--- src/design/htw_pkg.sv ---
// Shared types and constants for the tree-walk Huffman decoder.
`timescale 1ns / 1ps
`default_nettype none
package htw_pkg;

	localparam int TABLE_ENTRIES_DEF = 256;
	localparam int BYTE_BITS         = 8;
	localparam int NODE_W            = 18;
	localparam int CNT_W             = 4;

	localparam logic [1:0] CMD_NODE = 2'd0;
	localparam logic [1:0] CMD_SYM  = 2'd1;
	localparam logic [1:0] CMD_DEC  = 2'd2;

	typedef struct packed {
		logic [1:0]          kind;
		logic [7:0]          idx;
		logic [NODE_W-1:0]   node;
		logic [7:0]          sym;
		logic [BYTE_BITS-1:0] data;
		logic [CNT_W-1:0]    cnt;
	} htw_entry_t;

endpackage
`default_nettype wire

--- src/design/htw_front.sv ---
// Request intake: classifies requests and queues the ones with work to do.
`timescale 1ns / 1ps
`default_nettype none
module htw_front #(
	parameter int TABLE_ENTRIES = htw_pkg::TABLE_ENTRIES_DEF
) (
	input  wire logic               clk,
	input  wire logic               arst_n,
	input  wire logic               req_valid,
	output logic                    req_stall,
	input  wire logic [1:0]         cmd,
	input  wire logic [7:0]         entry_index,
	input  wire logic               left_is_leaf,
	input  wire logic [7:0]         left_value,
	input  wire logic               right_is_leaf,
	input  wire logic [7:0]         right_value,
	input  wire logic [7:0]         symbol_byte,
	input  wire logic [7:0]         data_byte,
	input  wire logic [3:0]         bit_count,
	output logic                    q_valid,
	input  wire logic               q_pop,
	output htw_pkg::htw_entry_t     q_entry
);
	import htw_pkg::*;

	htw_entry_t  ent;
	logic        keep;
	logic        in_range;
	logic        push;
	htw_entry_t  q_mem_q [2];
	logic        wp_q;
	logic        rp_q;
	logic [1:0]  fill_q;

	assign in_range = ({24'd0, entry_index} < TABLE_ENTRIES);

	always_comb begin
		ent.kind = cmd;
		ent.idx  = entry_index;
		ent.node = {left_is_leaf, left_value, right_is_leaf, right_value};
		ent.sym  = symbol_byte;
		ent.data = data_byte;
		ent.cnt  = (bit_count > CNT_W'(BYTE_BITS)) ? CNT_W'(BYTE_BITS) : bit_count;
		unique case (cmd)
			CMD_NODE: keep = in_range;
			CMD_SYM:  keep = in_range;
			CMD_DEC:  keep = (bit_count != '0);
			default:  keep = 1'b0;
		endcase
	end

	assign req_stall = (fill_q == 2'd2);
	assign push      = req_valid && !req_stall && keep;
	assign q_valid   = (fill_q != 2'd0);
	assign q_entry   = q_mem_q[rp_q];

	always_ff @(posedge clk) begin
		if (push) begin
			q_mem_q[wp_q] <= ent;
		end
	end

	always_ff @(posedge clk or negedge arst_n) begin
		if (!arst_n) begin
			wp_q   <= 1'b0;
			rp_q   <= 1'b0;
			fill_q <= 2'd0;
		end else begin
			if (push) begin
				wp_q <= !wp_q;
			end
			if (q_pop) begin
				rp_q <= !rp_q;
			end
			fill_q <= fill_q + {1'b0, push} - {1'b0, q_pop};
		end
	end

endmodule
`default_nettype wire

--- config.mk ---
export PLATFORM = sky130hd
export DESIGN_NAME = htw_front
export DESIGN_NICKNAME = d
export VERILOG_FILES = /design/src/design/htw_pkg.sv /design/src/design/htw_front.sv
export SDC_FILE = /design/constraint.sdc
export NUM_CORES = 1
export LEC_CHECK = 0
export BUFFER_PORTS_ARGS = -buffer_cell sky130_fd_sc_hd__buf_2
export CORE_AREA = 2 2 95 97
export DETAILED_ROUTE_END_ITERATION = 8
export DIE_AREA = 0 0 97 99
export PLACE_DENSITY = 0.69
export SYNTH_ARGS = -nofsm -noshare
export SYNTH_HDL_FRONTEND = slang
export SYNTH_SLANG_ARGS = --single-unit
--- constraint.sdc ---
create_clock -name clk -period 9.15 [get_ports clk]
set_clock_uncertainty 0.1 [all_clocks]
set_input_delay 0.915 -clock clk [delete_from_list [all_inputs] [get_ports clk]]
set_output_delay 0.915 -clock clk [all_outputs]
set_load 0.01 [all_outputs]
==> qor.yml, run 1 <==
floorplan:
  dieWidth_um: 97
  io_pins: 102
  fp.coreArea_um2: 8550
  die_y_um: 99
  rows: 34
  dieArea_um2: 9600
  start_util: 0.440
sta:
  rsz0062_at_grt: "no"
  fmax_ghz: 0.340
  fin_crit_sh: 0.322
  hold_viol: 0
  min_period_ns: 2.94
  tns_ns: 0
  tightest_slew_ns: 0.661
  relSlewSlack: 0.559
  finalMaxSlewViolations: 0
  setup_violations: 0
synth:
  yosys-top-cells-area: "edfxtp_1 77%, mux2_2 11%, mux2_4 4.0%, dfrtp_1 2.7%, ha_1 0.66%"
  synthDistinctLibCells: 20
  syn_inst: 175
  syn-num-nets: 229
  avgSynthCellArea_um2: 21.5
  synth_top_area_share: 0.766
  yosysWarningCount: 0
  synth_top_cell_by_area: "edfxtp_1"
  synth-seq-cells: 100
  syn_area_um2: 3760
  ys_seq_area_frac: 0.792
routing:
  drc_errors: 0
  drt_iter0_markers: 76
  wl_per_cell_um: 15.1
  ant_nets: 0
  wirelength_um: 6010
  vias_per_cell: 4.70
  dr.pass1.iters: 4
  vias: 1864
setup_path:
  cp.arrival_ns: 1.93
  crit_fanout: 43
  end_kind: "output port"
  start_kind: "flip-flop"
  r2r_start: "fill_q[1]$_DFF_PN0_"
  cp.required_ns: 8.14
  crit_type: "reg2out"
  cp-startpoint: "rp_q$_DFFE_PN0P_"
cts:
  clk_pin_slew_worst_paths_ns: 0.09
  postCtsSetupRepairBufs: 0
  cts_root_buffer: "clkbuf_8"
  cts_tree: "done"
  cts-resized-gates: 0
  clkLatencyLatePin_ns: 0.34
  cts_hold_buf: 0
  cts_sinks: 100
  numCtsBuffers: 9
  clockBufferDepth: 2
  htreeDepth: 3
global_route:
  grt_pass1_wl_um: 9050
  antenna_found_initial: 0
  grt_max_degree: 44
  grtUsageTotal: 0.125
  gr-total-overflow: 0
  grt_pass1_vias: 1851
cells_and_area:
  fin_nets: 338
  final_layout_size_suffix_gt1_frac: 0.609
  area_growth_pct: 22.8
  final_util: 0.541
  stdcell_area_um2: 4620
  antenna_cells: 0
pwr:
  switchingPower_w: 0.000369
  p_leak_nw: 1.77
  clock_power_share: 0.222
  power.density_nw_per_um2: 285
  vdd_ir_drop_max_uv: 148
  swShare: 0.280
  seqPwrFrac: 0.476
  internal-power_w: 0.000947
  comb_power_share: 0.302
worst_hold_path:
  worstHoldPathType: "in2async"
place:
  placed_area_um2: 4410
  dp_hpwl_um: 4010
  portBuffers: 101
  place_congestion: 0.699
job:
  maxCapViolCount: 0
status:
  outcome: "finished, final reports clean"
-- metal layers --
metal	track usage	vias up	routed length (um)
li1	-	894	-
met1	0.154	895	2630
met2	0.204	68	2940
met3	0.0390	7	387
met4	0.0553	0	55
met5	0	-	0
-- cells in the final DEF, fill, tap and decap left out --
cell type / instances
and2b_4: 1
clkinv_4: 1
and2b_2: 2
clkinv_1: 2
buf_4: 3
a21bo_1: 1
nor4b_2: 1
dfrtp_2: 1
nor2_4: 2
bufinv_16: 2
edfxtp_1: 96
or2_2: 1
xnor2_2: 1
mux2_4: 10
a211o_2: 1
xnor2_1: 2
clkinvlp_4: 2
mux2_2: 38
nor2_1: 1
buf_2: 101
inv_1: 5
xor2_1: 1
dfrtp_1: 3
ha_1: 2
clkbuf_8: 9
-- logic make-up (layout without fill, tap and decap cells) --
group | after synthesis | in the layout | share of synthesized area
buffers and inverters | 11 | 125 | 0.0150
AND/OR/NAND/NOR | 8 | 8 | 0.0160
adder cells (fa/ha/maj) | 2 | 2 | 0.00665
AO/OA/AOI/OAI | 2 | 2 | 0.00532
multiplexers | 48 | 48 | 0.154
XOR/XNOR | 4 | 4 | 0.0113
flip-flops | 100 | 100 | 0.792
-- cell type report --
class	instances	area [um^2]
inverters	5	18.8
fillers	699	3930
well taps	108	135
clock inverters	7	91.3
repair buffers	104	528
clock buffers	9	124
flip-flops and latches	100	2980
multi-input cells	64	741
-- critical path, stage by stage (launching register included) --
cell,delay (ns)
dfrtp_2,0.46
buf_4,0.53
mux2_2,0.42
buf_2,0.14
-- path summary, 6_finish.rpt --
path,slack (ns),cells past startpoint,to
max reg2reg,6.77,4,q_mem_q[1][12]$_DFFE_PP_
min in group clk,0.43,1,fill_q[1]$_DFF_PN0_
max,6.21,3,q_entry[18]
min,0.26,1,fill_q[0]$_DFF_PN0_
min reg2reg,0.43,1,fill_q[1]$_DFF_PN0_
max in group asynchronous,8.56,1,rp_q$_DFFE_PN0P_
-- cells in the mapped netlist, drive strengths merged --
library cell	n
edfxtp	96
mux2	48
buf	5
inv	5
dfrtp	4
and2b	3
nor2	3
xnor2	3
ha	2
a211o	1
a21bo	1
clkbuf	1
nor4b	1
or2	1
xor2	1
-- stage by stage --
stage	std cells	setup slack [ns]	total power (W)	hold slack, ns
final	397	6.21	0.00132	0.258
after global routing	397	6.09	0.00139	0.243
after CTS	397	6.15	0.00134	0.245
after detailed placement	381	6.03	0.00105	0.412
after global placement	381	6.07	0.00104	0.396
after floorplan	175	5.12	0.000907	0.361
-- flip-flops by register name, summed over array words and instances, names as in the netlist --
| name | cells |
|---|---|
| q_mem_q | 96 |
| wp_q | 1 |
| fill_q | 2 |
| rp_q | 1 |
-- power by group through the flow --
| stage | Clock (W) | Combinational (W) | Sequential, W |
|---|---|---|---|
| after floorplan | 0 | 0.000277 | 0.000630 |
| after global routing | 0.000318 | 0.000435 | 0.000633 |
| after detailed placement | 0 | 0.000409 | 0.000637 |
| after CTS | 0.000299 | 0.000410 | 0.000627 |
| final | 0.000293 | 0.000398 | 0.000626 |
| after global placement | 0 | 0.000407 | 0.000633 |
No activity file was read; power rests on OpenSTA's default activity.
==> inputs of run 2 (changes only) <==
--- a/config.mk
+++ b/config.mk
@@ -5,6 +5,7 @@
 export SDC_FILE = /design/constraint.sdc
 export NUM_CORES = 1
 export LEC_CHECK = 0
+export ABC_AREA = 1
 export BUFFER_PORTS_ARGS = -buffer_cell sky130_fd_sc_hd__buf_2
 export CORE_AREA = 2 2 95 97
 export DETAILED_ROUTE_END_ITERATION = 8
==> constraint.sdc (replaced) <==
create_clock -name clk -period 3.1 [get_ports clk]
set_clock_uncertainty 0.1 [all_clocks]
set_input_delay 0.31 -clock clk [delete_from_list [all_inputs] [get_ports clk]]
set_output_delay 0.31 -clock clk [all_outputs]
set_load 0.01 [all_outputs]
==> qor.yml, run 2 <==
cts:
  numCtsBuffers: 9  # unchanged
  cts_tree: "done"  # unchanged
  clk_pin_slew_worst_paths_ns: 0.09  # about the same
  cts_sinks: 100  # unchanged
  clkLatencyLatePin_ns: 0.35  # was 0.34 ns
  cts_root_buffer: "clkbuf_8"  # unchanged
  htreeDepth: 3  # unchanged
  clockBufferDepth: 2  # unchanged
  postCtsSetupRepairBufs: 0  # unchanged
cells_and_area:
  stdcell_area_um2: 4600  # was 4620 um^2
  final_layout_size_suffix_gt1_frac: 0.563  # was 0.609
  top_register: "q_mem_q"  # unchanged
  largest_reg_flops: 96  # unchanged
  reg_top3: "q_mem_q: 96 flops, fill_q: 2 flops"  # unchanged
  fin_nets: 352  # was 338
  area_growth_pct: 22.0  # was 22.8%
  layout_commonest_cell: "buf_2"  # unchanged
  stdcell_count: 411  # was 397
  final_util: 0.538  # was 0.541
  final_cell_mix: "101 x buf_2, 96 x edfxtp_1, 38 x mux2_2"  # unchanged
routing:
  wirelength_um: 6120  # was 6010 um
  drt_iter0_markers: 73  # was 76
  wl_per_cell_um: 14.9  # was 15.1 um
  dr.pass1.iters: 4  # unchanged
  ant_nets: 0  # unchanged
  vias_per_cell: 4.67  # was 4.70
  vias: 1919  # was 1864
  drc_errors: 0  # unchanged
global_route:
  grt_pass1_vias: 1914  # was 1851
  antenna_found_initial: 1  # was 0
  grt_pass1_wl_um: 9370  # was 9050 um
  grtUsageTotal: 0.129  # was 0.125
  gr-total-overflow: 0  # unchanged
  grt_max_degree: 31  # was 44
setup_path:
  cp.required_ns: 2.69  # was 8.14 ns
  crit_buf_inv: 2  # unchanged
  crit_type: "reg2out"  # unchanged
  path_depth: 3  # unchanged
  crit_path_max_incr_delay_ns: 0.80  # was 0.53 ns
  slowest_stage: "dfrtp_2"  # was buf_4
  critPathTopFamily: "flip-flops"  # was buffers and inverters
  start_kind: "flip-flop"  # unchanged
  crit_fanout: 27  # was 43
  crit_chain: "buf_12 -> mux2_2 -> buf_2"  # was buf_4 -> mux2_2 -> buf_2
  end_kind: "output port"  # unchanged
  reg2reg_depth: 6  # was 4
  cp.arrival_ns: 1.93  # about the same
synth:
  synth_top_cell_by_area: "edfxtp_1"  # unchanged
  synthDistinctLibCells: 16  # was 20
  yosys-top-cells-area: "edfxtp_1 76%, mux2_2 11%, mux2_4 4.0%, dfrtp_1 2.7%, inv_1 1.1%"  # was edfxtp_1 77%, mux2_2 11%, mux2_4 4.0%, dfrtp_1 2.7%, ha_1 0.66%
  synthFlopType: "edfxtp_1"  # unchanged
  ys_seq_area_frac: 0.790  # was 0.792
  synth_top_area_share: 0.764  # was 0.766
  synth_edf_count: 96  # unchanged
  syn_inst: 187  # was 175
  syn-num-nets: 241  # was 229
  syn_area_um2: 3770  # was 3760 um^2
  yosysMostFrequentCell: "edfxtp_1"  # unchanged
  synthArstFlopShare: 0.0400  # unchanged
  synth-seq-cells: 100  # unchanged
  synth_commonest_cells: "96 x edfxtp_1, 38 x mux2_2, 11 x inv_1, 10 x mux2_4, 8 x nor2_1"  # was 96 x edfxtp_1, 38 x mux2_2, 10 x mux2_4, 5 x inv_1, 4 x dfrtp_1
  avgSynthCellArea_um2: 20.2  # was 21.5 um^2
  yosysWarningCount: 0  # unchanged
sta:
  rsz0062_at_grt: "no"  # unchanged
  finalMaxSlewViolations: 0  # unchanged
  tightest_slew_ns: 0.657  # was 0.661 ns
  fin_crit_sh: 0.756
  min_period_ns: 2.34
  hold_viol: 0  # unchanged
  tns_ns: 0  # unchanged
  relSlewSlack: 0.562  # was 0.559
  fmax_ghz: 0.427
  whs_ns: 0.0402  # was 0.258 ns
  setup_violations: 0  # unchanged
pwr:
  power.density_nw_per_um2: 811  # was 285 nW/um^2
  p_leak_nw: 1.80  # was 1.77 nW
  vdd_ir_drop_max_uv: 453  # was 148 uV
floorplan:
  start_util: 0.441  # was 0.440
  rows: 34  # unchanged
  dieArea_um2: 9600  # unchanged
  die_y_um: 99  # unchanged
  dieWidth_um: 97  # unchanged
  io_pins: 102  # unchanged
  fp.coreArea_um2: 8550  # unchanged
worst_hold_path:
  worstHoldPathType: "in2reg"  # was in2async
  whs_path_depth: 1
place:
  dp_hpwl_um: 4090  # was 4010 um
  place_congestion: 0.677  # was 0.699
  portBuffers: 101  # unchanged
  placed_area_um2: 4430  # was 4410 um^2
  place_inst: 394  # was 381
status:
  outcome: "finished, final reports clean"  # unchanged
job:
  maxCapViolCount: 0  # unchanged
[run 2: cell count changes after synthesis, moves of 2 or more]
cell,previous run,this run
and2b_2,2,0
buf_2,3,0
buf_4,1,3
inv_1,5,11
nand2_1,0,7
nor2_1,3,8
[run 2: kinds of logic (layout without fill, tap and decap cells)]
kind of cell | after synthesis | after routing | share of synthesized area
compound gates | 1 | 1 | 0.00199
xor+xnor | 3 | 3 | 0.00696
fa+ha+maj | 2 | 2 | 0.00663
buf+inv | 17 | 132 | 0.0249
flops | 100 | 100 | 0.790
mux | 48 | 48 | 0.153
other cells | 0 | 1 | 0
simple gates | 16 | 16 | 0.0162
[run 2: power by group]
group | total [W] | internal [W] | switching, W
clock | 0.000711 | 0.000287 | 0.000424
sequential | 0.00188 | 0.00176 | 0.000120
combinational | 0.00114 | 0.000581 | 0.000560
[run 2: stage by stage]
| stage | total power [W] | worst slack [ns] |
|---|---|---|
| finish | 0.00373 | 0.758 |
| global route | 0.00393 | 0.658 |
| floorplan | 0.00267 | 0.605 |
| detailed placement | 0.00308 | 1.05 |
| CTS | 0.00379 | 0.708 |
| global placement | 0.00306 | 1.05 |
[run 2: worst reg2reg max path, stage by stage (launching register included)]
cell     delay [ns]
dfrtp_1        0.37
inv_1          0.11
nor2_1         0.08
nor2_1         0.12
nand2_1        0.14
nor2_4         0.52
buf_12         0.29
[run 2: final timing paths]
path                       slack [ns]                  endpoint                start
setup reg to reg                 1.07  q_mem_q[1][10]$_DFFE_PP_  fill_q[1]$_DFF_PN0_
hold reg to reg                  0.39          wp_q$_DFFE_PN0N_     wp_q$_DFFE_PN0N_
hold / removal                   0.04  q_mem_q[1][35]$_DFFE_PP_        left_value[6]
min in group asynchronous        0.19       fill_q[0]$_DFF_PN0_               arst_n
setup / recovery                 0.76               q_entry[46]     rp_q$_DFFE_PN0P_
max in group asynchronous        2.57          rp_q$_DFFE_PN0P_               arst_n
[run 2: timing repair]
| item | 4_1_cts | 5_1_grt |
|---|---|---|
| hold buffers | 1 | 0 |
| endpoints found under the hold margin | 4 | 0 |
| setup endpoints to repair | 0 | 0 |
| gates resized for setup | 0 | 0 |
[run 2: area by class of cell]
class / instances / area [um^2]
sequential: 100 / 2980
inverter: 11 / 41.3
clock buffer: 9 / 124
antenna: 1 / 2.50
multi-input combinational: 70 / 706
clock inverter: 6 / 41.3
tap: 108 / 135
fill: 709 / 3950
timing repair buffer: 106 / 571
[run 2: layer usage]
metal / track usage / wire, um / vias up
met1: 0.166 / 2730 / 922
met2: 0.200 / 2930 / 67
met3: 0.0433 / 407 / 5
li1: - / - / 925
met4: 0.0553 / 51 / 0
met5: 0 / 0 / -
==> inputs of run 3 (changes only) <==
==> constraint.sdc (replaced) <==
create_clock -name clk -period 2.2 [get_ports clk]
set_clock_uncertainty 0.1 [all_clocks]
set_input_delay 0.22 -clock clk [delete_from_list [all_inputs] [get_ports clk]]
set_output_delay 0.22 -clock clk [all_outputs]
set_load 0.01 [all_outputs]
==> qor.yml, run 3 (same netlist as run 2, synthesis figures left out) <==
status:
  outcome: "finished, final reports clean"  # unchanged
floorplan:
  dieWidth_um: 97  # unchanged
  die_y_um: 99  # unchanged
  fp.coreArea_um2: 8550  # unchanged
  io_pins: 102  # unchanged
  start_util: 0.441  # unchanged
  dieArea_um2: 9600  # unchanged
  rows: 34  # unchanged
place:
  place_congestion: 0.715  # was 0.677
  dp_hpwl_um: 3930  # was 4090 um
  portBuffers: 101  # unchanged
  pre_cts_ws_ns: 0.510  # was 1.05 ns
  placed_area_um2: 4420  # was 4430 um^2
  place_inst: 396  # was 394
cells_and_area:
  largest_reg_flops: 96  # unchanged
  final_cell_mix: "101 x buf_2, 96 x edfxtp_1, 47 x dlygate4sd3_1"  # was 101 x buf_2, 96 x edfxtp_1, 38 x mux2_2
  stdcell_area_um2: 5050  # was 4600 um^2
  antenna_cells: 0  # was 1
  fin_nets: 400  # was 352
  top_register: "q_mem_q"  # unchanged
  final_util: 0.590  # was 0.538
  final_layout_size_suffix_gt1_frac: 0.484  # was 0.563
  area_growth_pct: 33.7  # was 22.0%
  reg_top3: "q_mem_q: 96 flops, fill_q: 2 flops"  # unchanged
  layout_commonest_cell: "buf_2"  # unchanged
  stdcell_count: 459  # was 411
cts:
  cts_root_buffer: "clkbuf_8"  # unchanged
  clk_pin_slew_worst_paths_ns: 0.08  # was 0.09 ns
  cts-resized-gates: 0  # unchanged
  cts_tree: "done"  # unchanged
  clockBufferDepth: 2  # unchanged
  numCtsBuffers: 9  # unchanged
  cts_sinks: 100  # unchanged
  clkLatencyLatePin_ns: 0.34  # was 0.35 ns
  htreeDepth: 3  # unchanged
global_route:
  grtUsageTotal: 0.141  # was 0.129
  grt_pass1_wl_um: 10400  # was 9370 um
  grt_pass1_vias: 2200  # was 1914
  gr-total-overflow: 0  # unchanged
  grt_max_degree: 30  # was 31
  antenna_found_initial: 0  # was 1
sta:
  relSlewSlack: 0.721  # was 0.562
  finalMaxSlewViolations: 0  # unchanged
  min_period_ns: 1.95
  hold_viol: 0  # unchanged
  fin_crit_sh: 0.885
  fin_ws_ns: 0.254  # was 0.758 ns
  tightest_slew_ns: 0.419  # was 0.657 ns
  tns_ns: 0  # unchanged
  fmax_ghz: 0.514
  rsz0062_at_grt: "no"  # unchanged
  setup_violations: 0  # unchanged
setup_path:
  crit_fanout: 27  # unchanged
  crit_type: "reg2out"  # unchanged
  cp.required_ns: 1.88  # was 2.69 ns
  cp.arrival_ns: 1.63  # was 1.93 ns
  reg2reg_depth: 6  # unchanged
  reg2reg_slack_ns: 0.50  # was 1.07 ns
  end_kind: "output port"  # unchanged
  start_kind: "flip-flop"  # unchanged
routing:
  dr.pass1.iters: 4  # unchanged
  ant_nets: 0  # unchanged
  drc_errors: 0  # unchanged
  wirelength_um: 6640  # was 6120 um
  drt_iter0_markers: 67  # was 73
  vias_per_cell: 4.56  # was 4.67
  wl_per_cell_um: 14.5  # was 14.9 um
  vias: 2092  # was 1919
pwr:
  power.density_nw_per_um2: 1040  # was 811 nW/um^2
  p_leak_nw: 1.99  # was 1.80 nW
  vdd_ir_drop_max_uv: 580  # was 453 uV
job:
  maxCapViolCount: 0  # unchanged
worst_hold_path:
  worstHoldPathType: "in2async"  # was in2reg
==> run 3: cell count changes in the layout (fill, tap and decap cells not counted) <==
cell,delta
clkbuf_1,+1
clkinv_1,+2
diode_2,-1
clkinv_4,-1
buf_12,-2
dlygate4sd3_1,+46
buf_4,+4
inv_6,-1
==> run 3: final timing paths <==
kind / startpoint / end
hold reg to reg: wp_q$_DFFE_PN0N_ / wp_q$_DFFE_PN0N_
setup reg to reg: fill_q[1]$_DFF_PN0_ / q_mem_q[1][6]$_DFFE_PP_
max in group asynchronous: arst_n / rp_q$_DFFE_PN0P_
setup / recovery: rp_q$_DFFE_PN0P_ / q_entry[2]
min in group clk: bit_count[0] / q_mem_q[0][0]$_DFFE_PP_
hold / removal: arst_n / rp_q$_DFFE_PN0P_
==> run 3: timing repair <==
| item | 4_1_cts | 5_1_grt |
|---|---|---|
| hold buffers | 47 | 0 |
| setup endpoints to repair | 0 | 0 |
| buffers inserted | 0 | 0 |
| hold endpoints to repair | 95 | 0 |
==> run 3: metal layers <==
| metal | vias up | part of all wire | global-route usage |
|---|---|---|---|
| met3 | 15 | 0.054 | 0.0355 |
| met4 | 0 | 0.026 | 0.0726 |
| met5 | - | 0 | 0 |
| met1 | 986 | 0.42 | 0.174 |
| met2 | 75 | 0.50 | 0.233 |
| li1 | 1016 | - | - |
==> run 3: through the flow <==
stage,power (W),hold slack (ns)
after floorplan,0.00376,-0.176
after global placement,0.00429,-0.0680
after detailed placement,0.00432,-0.0635
after CTS,0.00534,0.0886
after global routing,0.00558,0.105
final,0.00527,0.107
==> run 3: cell type report <==
type	instances	area, um^2
clock buffer	10	128
clock inverter	6	31.3
fill	686	3500
inverter	11	41.3
multi-input combinational	70	706
sequential	100	2980
tap	108	135
timing repair buffer	154	1020
==> run 3: power by group <==
group | switching [W] | internal (W)
clock | 0.000567 | 0.000398
combinational | 0.000900 | 0.000854
sequential | 0.0000710 | 0.00248
total | 0.00154 | 0.00373
==> run 3: critical path: stages, from the launching register on <==
cell and delay (ns):
dfrtp_2 0.36, buf_4 0.38, mux2_2 0.40, buf_2 0.14
